[src/rtl/core/arca_pkg.sv]
// ----------------------------------------------------------------------------
// arca_pkg
// Types and constants of the address resolution cache.
// ----------------------------------------------------------------------------
package arca_pkg;

    localparam int SLOT_W = 4;

    localparam logic [15:0] LIFETIME_RESET = 16'd300;

    localparam logic FUNC_LOOKUP = 1'b0;
    localparam logic FUNC_UPDATE = 1'b1;

    typedef struct packed {
        logic        func;
        logic [31:0] ip_address;
        logic [47:0] mac_address;
        logic [31:0] now_ticks;
    } t_in;

    typedef struct packed {
        logic              found;
        logic [47:0]       mac_out;
        logic [SLOT_W-1:0] slot;
    } t_out;

    // one table record as stored in the entry memory
    typedef struct packed {
        logic [31:0] ip;
        logic [47:0] mac;
        logic [31:0] stamp;
    } t_entry;

endpackage

[src/rtl/core/arca_mem.sv]
// ----------------------------------------------------------------------------
// arca_mem
// Entry store: one write port, one read port, registered read data.
// ----------------------------------------------------------------------------
module arca_mem #(
    parameter int DEPTH = 16,
    parameter int AW    = 4
) (
    input  logic              i_clk,
    input  logic              i_we,
    input  logic [AW-1:0]     i_waddr,
    input  arca_pkg::t_entry  i_wdata,
    input  logic [AW-1:0]     i_raddr,
    output arca_pkg::t_entry  o_rdata
);

    arca_pkg::t_entry r_mem [DEPTH];
    arca_pkg::t_entry r_rdata;

    always_ff @(posedge i_clk) begin
        if (i_we) begin
            r_mem[i_waddr] <= i_wdata;
        end
        r_rdata <= r_mem[i_raddr];
    end

    assign o_rdata = r_rdata;

endmodule

[src/rtl/core/arca_ctrl.sv]
// ----------------------------------------------------------------------------
// arca_ctrl
// Request sequencer: walks the entry memory one record per cycle, ages and
// matches records, writes back on update and holds the result register.
// ----------------------------------------------------------------------------
module arca_ctrl #(
    parameter int ENTRIES = 16,
    parameter int IW      = 4
) (
    input  logic              i_clk,
    input  logic              i_rst_n,
    input  logic              i_in_valid,
    output logic              o_in_stall,
    input  arca_pkg::t_in     i_in_data,
    output logic              o_out_valid,
    input  logic              i_out_stall,
    output arca_pkg::t_out    o_out_data,
    input  logic [15:0]       i_lifetime,
    output logic              o_mem_we,
    output logic [IW-1:0]     o_mem_waddr,
    output arca_pkg::t_entry  o_mem_wdata,
    output logic [IW-1:0]     o_mem_raddr,
    input  arca_pkg::t_entry  i_mem_rdata
);

    typedef enum logic [1:0] {ST_IDLE, ST_SCAN, ST_DONE} t_state;

    localparam logic [IW-1:0] LAST_IDX = IW'(ENTRIES - 1);

    t_state           r_state;
    arca_pkg::t_in    r_item;
    logic [IW-1:0]    r_idx;
    logic             r_have_free;
    logic [IW-1:0]    r_free_idx;
    logic [ENTRIES-1:0] r_valid;
    arca_pkg::t_out   r_res;
    arca_pkg::t_out   r_out;
    logic             r_out_valid;

    logic             ip_hit;
    logic [31:0]      age;
    logic             fresh;
    logic             last;
    logic [IW-1:0]    n_free_idx;
    logic             load_out;

    // read data always belongs to r_idx while scanning
    always_comb begin
        ip_hit     = r_valid[r_idx] && (i_mem_rdata.ip == r_item.ip_address);
        age        = r_item.now_ticks - i_mem_rdata.stamp;
        fresh      = age < {16'd0, i_lifetime};
        last       = (r_idx == LAST_IDX);
        if (r_have_free) begin
            n_free_idx = r_free_idx;
        end else if (!r_valid[r_idx]) begin
            n_free_idx = r_idx;
        end else begin
            n_free_idx = '0;
        end

        // result register takes the new result once the old one is gone
        load_out = (r_state == ST_DONE) && (!r_out_valid || !i_out_stall);

        o_mem_we    = 1'b0;
        o_mem_waddr = r_idx;
        o_mem_wdata = '{ip: r_item.ip_address, mac: r_item.mac_address,
                        stamp: r_item.now_ticks};
        if (r_state == ST_SCAN && r_item.func == arca_pkg::FUNC_UPDATE) begin
            if (ip_hit) begin
                o_mem_we = 1'b1;
            end else if (last) begin
                o_mem_we    = 1'b1;
                o_mem_waddr = n_free_idx;
            end
        end

        // prefetch the next record; wrap to 0 keeps the address in range
        if (r_state == ST_SCAN && !last) begin
            o_mem_raddr = r_idx + 1'b1;
        end else begin
            o_mem_raddr = '0;
        end
    end

    // the only write lands on the scan's final cycle and the next scan starts
    // only after ST_DONE and ST_IDLE, so reads never overlap a pending write
    always_ff @(posedge i_clk) begin
        if (!i_rst_n) begin
            r_state     <= ST_IDLE;
            r_valid     <= '0;
            r_out_valid <= 1'b0;
        end else begin
            if (load_out) begin
                r_out       <= r_res;
                r_out_valid <= 1'b1;
            end else if (r_out_valid && !i_out_stall) begin
                r_out_valid <= 1'b0;
            end
            unique case (r_state)
                ST_IDLE: begin
                    if (i_in_valid) begin
                        r_item      <= i_in_data;
                        r_idx       <= '0;
                        r_have_free <= 1'b0;
                        r_state     <= ST_SCAN;
                    end
                end
                ST_SCAN: begin
                    if (r_item.func == arca_pkg::FUNC_LOOKUP) begin
                        if (ip_hit && fresh) begin
                            r_res   <= '{found: 1'b1, mac_out: i_mem_rdata.mac,
                                         slot: arca_pkg::SLOT_W'(r_idx)};
                            r_state <= ST_DONE;
                        end else begin
                            if (ip_hit) begin
                                r_valid[r_idx] <= 1'b0;  // aged out
                            end
                            if (last) begin
                                r_res   <= '0;
                                r_state <= ST_DONE;
                            end else begin
                                r_idx <= r_idx + 1'b1;
                            end
                        end
                    end else begin
                        if (ip_hit) begin
                            r_res   <= '{found: 1'b1, mac_out: 48'd0,
                                         slot: arca_pkg::SLOT_W'(r_idx)};
                            r_state <= ST_DONE;
                        end else begin
                            if (!r_have_free && !r_valid[r_idx]) begin
                                r_have_free <= 1'b1;
                                r_free_idx  <= r_idx;
                            end
                            if (last) begin
                                r_valid[n_free_idx] <= 1'b1;
                                r_res   <= '{found: 1'b0, mac_out: 48'd0,
                                             slot: arca_pkg::SLOT_W'(n_free_idx)};
                                r_state <= ST_DONE;
                            end else begin
                                r_idx <= r_idx + 1'b1;
                            end
                        end
                    end
                end
                ST_DONE: begin
                    if (load_out) begin
                        r_state <= ST_IDLE;
                    end
                end
                default: begin
                    r_state <= ST_IDLE;
                end
            endcase
        end
    end

    assign o_in_stall  = (r_state != ST_IDLE);
    assign o_out_valid = r_out_valid;
    assign o_out_data  = r_out;

endmodule

[src/rtl/core/address_resolution_cache_aging.sv]
// ----------------------------------------------------------------------------
// address_resolution_cache_aging
// IP-to-MAC cache with per-entry aging, lookup and update requests.
// ----------------------------------------------------------------------------
// A request is accepted into the scan, which reads the records through the
// single read port of the entry memory, one record per cycle, the read of
// record 0 starting at the accepting edge; the result register is then
// loaded. A lookup ends early on its first fresh hit and an update on its
// first match. One request is in flight at a time; the input opens the
// cycle after the result is loaded into the output register, even if that
// result is still stalled. A new result waits in the sequencer while the
// previous one is still stalled. Valid bits sit in flip-flops and clear at
// reset, so the block is usable right out of reset with no clearing pass.
// The lifetime register can be written at any time the block is idle.
module address_resolution_cache_aging #(
    parameter int ENTRIES = 16
) (
    input  logic            i_clk,
    input  logic            i_rst_n,
    input  logic            i_in_valid,
    output logic            o_in_stall,
    input  arca_pkg::t_in   i_in_data,
    output logic            o_out_valid,
    input  logic            i_out_stall,
    output arca_pkg::t_out  o_out_data,
    input  logic            i_cfg_valid,
    output logic            o_cfg_ready,
    input  logic [15:0]     i_cfg_data
);

    localparam int IW = (ENTRIES > 1) ? $clog2(ENTRIES) : 1;

    logic [15:0]       r_lifetime;
    logic              mem_we;
    logic [IW-1:0]     mem_waddr;
    arca_pkg::t_entry  mem_wdata;
    logic [IW-1:0]     mem_raddr;
    arca_pkg::t_entry  mem_rdata;

    always_ff @(posedge i_clk) begin
        if (!i_rst_n) begin
            r_lifetime <= arca_pkg::LIFETIME_RESET;
        end else if (i_cfg_valid) begin
            r_lifetime <= i_cfg_data;
        end
    end

    assign o_cfg_ready = 1'b1;

    arca_ctrl #(
        .ENTRIES (ENTRIES),
        .IW      (IW)
    ) u_ctrl (
        .i_clk       (i_clk),
        .i_rst_n     (i_rst_n),
        .i_in_valid  (i_in_valid),
        .o_in_stall  (o_in_stall),
        .i_in_data   (i_in_data),
        .o_out_valid (o_out_valid),
        .i_out_stall (i_out_stall),
        .o_out_data  (o_out_data),
        .i_lifetime  (r_lifetime),
        .o_mem_we    (mem_we),
        .o_mem_waddr (mem_waddr),
        .o_mem_wdata (mem_wdata),
        .o_mem_raddr (mem_raddr),
        .i_mem_rdata (mem_rdata)
    );

    arca_mem #(
        .DEPTH (ENTRIES),
        .AW    (IW)
    ) u_mem (
        .i_clk   (i_clk),
        .i_we    (mem_we),
        .i_waddr (mem_waddr),
        .i_wdata (mem_wdata),
        .i_raddr (mem_raddr),
        .o_rdata (mem_rdata)
    );

endmodule

[config.mk]
export PLATFORM = sky130hd
export DESIGN_NAME = address_resolution_cache_aging
export DESIGN_NICKNAME = d
export VERILOG_FILES = /design/src/rtl/core/arca_pkg.sv /design/src/rtl/core/arca_mem.sv /design/src/rtl/core/arca_ctrl.sv /design/src/rtl/core/address_resolution_cache_aging.sv
export SDC_FILE = /design/constraint.sdc
export NUM_CORES = 2
export LEC_CHECK = 0
export BUFFER_PORTS_ARGS = -buffer_cell sky130_fd_sc_hd__buf_2
export CAP_MARGIN = 20
export CORE_ASPECT_RATIO = 1.25
export CORE_MARGIN = 1.5
export CORE_UTILIZATION = 50
export CTS_CLUSTER_SIZE = 20
export DETAILED_ROUTE_END_ITERATION = 16
export GPL_TIMING_DRIVEN = 0
export PLACE_DENSITY_LB_ADDON = 0.1
export SLEW_MARGIN = 15
export SYNTH_ARGS = -nofsm -noshare
export SYNTH_HDL_FRONTEND = slang
export SYNTH_SLANG_ARGS = --single-unit
[constraint.sdc]
create_clock -name i_clk -period 7.8 [get_ports i_clk]
set_input_delay 0 -clock i_clk [delete_from_list [all_inputs] [get_ports i_clk]]
set_output_delay 0 -clock i_clk [all_outputs]
set_load 0.05 [all_outputs]
==> summary.txt <==
Timing
  – Max-Slew Margin vs Limit: 19.1%
  – Clk_skew: 0.0642 ns
  – Top achievable clock speed: 140 MHz
  – Post-layout min period: 7.15 ns
  – Hold Vio Cnt, Final: 0
  – Setup ws final: 0.653 ns
  – Pins Over Slew Limit: 0
  – Worst hold slack: 0.171 ns
  – Unrepaired setup endpoints after global routing: no
  – Final setup viols: 0
  – Period Utilization, post-route: 91.6%
  – Setup TNS: 0 ns
  – Worst slew pin tran: 1.21 ns

Yosys
  – Register area share after synthesis: 78.0%
  – Fraction of registers with async set/reset: 0%
  – Primary FF master, synth: edfxtp_1
  – EDFF count, synth: 2020
  – Synth Warn #: 0
  – Leading area contributor after synthesis: edfxtp_1
  – Post-Synthesis Cell Area: 81500 sq um
  – Count of cell types in the netlist: 83
  – Post-Syn Nets: 4368
  – Syn Inst Count: 4183
  – Synth top area cells: edfxtp_1 (74%), mux4_2 (9.4%), dfxtp_1 (3.6%)
  – Post-synthesis area per instance: 19.5 sq um
  – Area share of the largest cell type after synthesis: 74.4%
  – FF+latch count, synth: 2167

Route
  – Routed vias/inst: 6.01
  – Routed WL per cell: 28.4 um
  – DRC Markers: 0
  – Number of vias in the routed layout: 44200
  – WL final: 208000 um
  – TritonRoute pass-1 iters: 6
  – Antenna Nets Post-Route: 0
  – Initial drt markers: 4565

Global routing
  – GRT met2 Usage: 42.9%
  – Global-route wire length before repair: 302000 um
  – Most Crowded Layer GR: met2
  – Global route overflow: 0
  – Vias in the first global route: 44400
  – Tot GR Track Use: 25.3%
  – M1 GR Usage: 34.3%
  – Initial antenna violation count: 8
  – Largest net degree at the start of global routing: 66
  – GR Layer Usage met3: 3.77%

Power and ir drop
  – Clock power frac: 38.9%
  – Internal power: 19.5 mW
  – Max VDD drop: 0.235 mV
  – Leak Pwr: 31.9 nW
  – Pwr dens: 263 nW/um^2
  – Part of the power in registers: 50.8%
  – Sw Share: 23.9%
  – Net switching power: 6.11 mW
  – Combinational fraction of design power: 10.4%

Clocking
  – Worst skew pair latency: 0.89 ns
  – Root buffer cell: clkbuf_16
  – TritonCTS Buffers: 204
  – # clock sinks: 2167
  – Post-CTS sizing: 0
  – CTS tree: done
  – Longest Clk Path Bufs: 3
  – CTS clk-pin slew, worst paths: 0.06 ns
  – CTS H-tree lvls: 4
  – Postcts setup bufs: 0

Placement
  – Placed insts: 6656
  – Port Buffers: 186
  – DP Worst Slack: 0.795 ns
  – Post-DP HPWL: 136000 um
  – Placer Congestion: 0.832

Floorplan
  – Core area: 162000 sq um
  – Die Area: 166000 sq um
  – Initial core utilization: 50.4%
  – Die Wd: 364 um
  – I/O pin count: 190
  – Row count: 165
  – Die height: 454 um

Final layout
  – Commonest non-fill, non-tap cell in the layout: edfxtp_1
  – Share of cells above drive strength 1: 19.7%
  – Area growth from synthesis to layout: 19.6%
  – Final non-filler cell total: 7343
  – Count of nets after finishing: 5175
  – Util after Layout: 60.3%
  – Most frequent cells in the layout: edfxtp_1 (2020), mux4_2 (339), dlygate4sd3_1 (295)

Critical path
  – WP data arrival: 7.71 ns
  – Critical Path Source Type: register
  – Critical path cell sequence: inv_1, ha_1, fa_1, nor2b_1, o2111ai_1, a21oi_1, nor2_1, o21ai_0, xor2_1, ha_1, nand2_1, o21ai_0, nand4bb_1, o22ai_1, nand4bb_1, or4b_1, nor4_4, nand3_2, a21oi_4, buf_16, buf_16, buf_12
  – Critical path fanouts, max: 22
  – Worst path slowest cell: edfxtp_1
  – Critical Path RT: 8.36 ns
  – Critical Path End Type: register
  – Worst stage delay on the critical path: 0.70 ns
  – Crit path kind: register to register

Hold path
  – Min-Delay Path Class: primary input to register

Run
  – Maximum Capacitance Violations: 0

Status
  – Outcome: finished clean
critical path: cells and delay by family, from the launching register on:
| family | cells | cell delay [ns] |
|---|---|---|
| AOI/OAI and AO/OA | 6 | 1.93 |
| adders and majority gates | 3 | 0.96 |
| and+or+nand+nor | 8 | 2.16 |
| xor gates and xnor gates | 1 | 0.22 |
| DFF | 1 | 0.70 |
| buffers and inverters | 4 | 0.76 |
stage by stage:
| step | instance area [sq um] | power (mW) |
|---|---|---|
| after global routing | 97500 | 26.4 |
| final | 97500 | 25.6 |
| after global placement | 85200 | 15.7 |
| after detailed placement | 87700 | 15.8 |
| after CTS | 97500 | 25.8 |
| after floorplan | 81500 | 14.8 |
state kept, by name, indices dropped and copies added (netlist names):
name                cells
u_mem.r_mem          1792
u_ctrl.o_mem_wdata    112
u_mem.o_rdata         112
u_ctrl.o_out_data      53
u_ctrl.r_res           53
r_lifetime             16
u_ctrl.r_valid         16
u_ctrl.r_free_idx       4
u_ctrl.r_idx            4
u_ctrl.r_state          2
u_ctrl.o_out_valid      1
u_ctrl.r_have_free      1
u_ctrl.r_item           1
synth_stat cells, drive strengths merged (5+ instances only):
master  number
or2          7
o221ai     225
nand3       17
nor2b       20
nand2       71
ha          50
xor2         9
mux2i       14
nand4       23
nor3        10
or3          8
nor2        68
a211oi       7
edfxtp    2020
nor4         8
and4         6
a21oi       69
inv         65
clkbuf     210
o31ai        5
dfxtp      147
xnor2       42
o22ai      227
mux4       340
buf         52
and3        11
a31oi       16
o211ai      15
o21ai      270
and2        62
nand2b      10
a311oi       6
o21a         9
power by group through the flow:
stage                     logic (mW)  clock network (mW)  registers, mW
after CTS                       2.66                10.1           13.0
after global routing            2.85                10.6           13.0
after detailed placement        2.53                   0           13.3
final                           2.65                9.96           13.0
after floorplan                 1.64                   0           13.2
after global placement          2.49                   0           13.3
cell families (layout without fill, tap and decap cells):
kind of cell | Yosys count | after routing | share of synthesized area, %
muxes | 357 | 357 | 9.61
xor gates and xnor gates | 51 | 51 | 0.548
DFF | 2167 | 2167 | 78.0
buffers and inverters | 328 | 1314 | 1.58
AOI/OAI and AO/OA | 891 | 891 | 7.24
adders and majority gates | 51 | 51 | 0.792
and+or+nand+nor | 337 | 337 | 2.22
other | 1 | 4 | 0.00460
per-layer routing:
layer	up-vias	part of all wire (%)
met4	0	2.3
li1	19100	-
met1	23200	41
met2	1621	51
met3	289	6.0
met5	-	0
worst paths after layout:
check	start	to	slack [ns]	cells past startpoint
worst max-delay path	u_ctrl.o_mem_wdata[0]	u_ctrl.r_res[48]	0.65	22
worst min-delay path	i_rst_n	r_lifetime[4]	0.17	3
worst max register to register	u_ctrl.o_mem_wdata[0]	u_ctrl.r_res[48]	0.65	22
worst min register to register	u_ctrl.r_res[21]	u_ctrl.o_out_data[21]	0.41	0
timing repair:
item                       in CTS  in global routing
hold buffers                  295                  0
hold endpoints to repair      170                  0
setup endpoints to repair       0                  0
layout make-up:
type | instances | area (sq um)
fill | 11900 | 64300
sequential | 2167 | 63600
multi-input combinational | 1688 | 16800
timing repair buffer | 601 | 6260
clock buffer | 286 | 5710
tap | 2171 | 2720
clock inverter | 99 | 1130
buffer | 262 | 1060
inverter | 66 | 255
antenna | 3 | 7.51
Power figures use the tool's default switching activity.
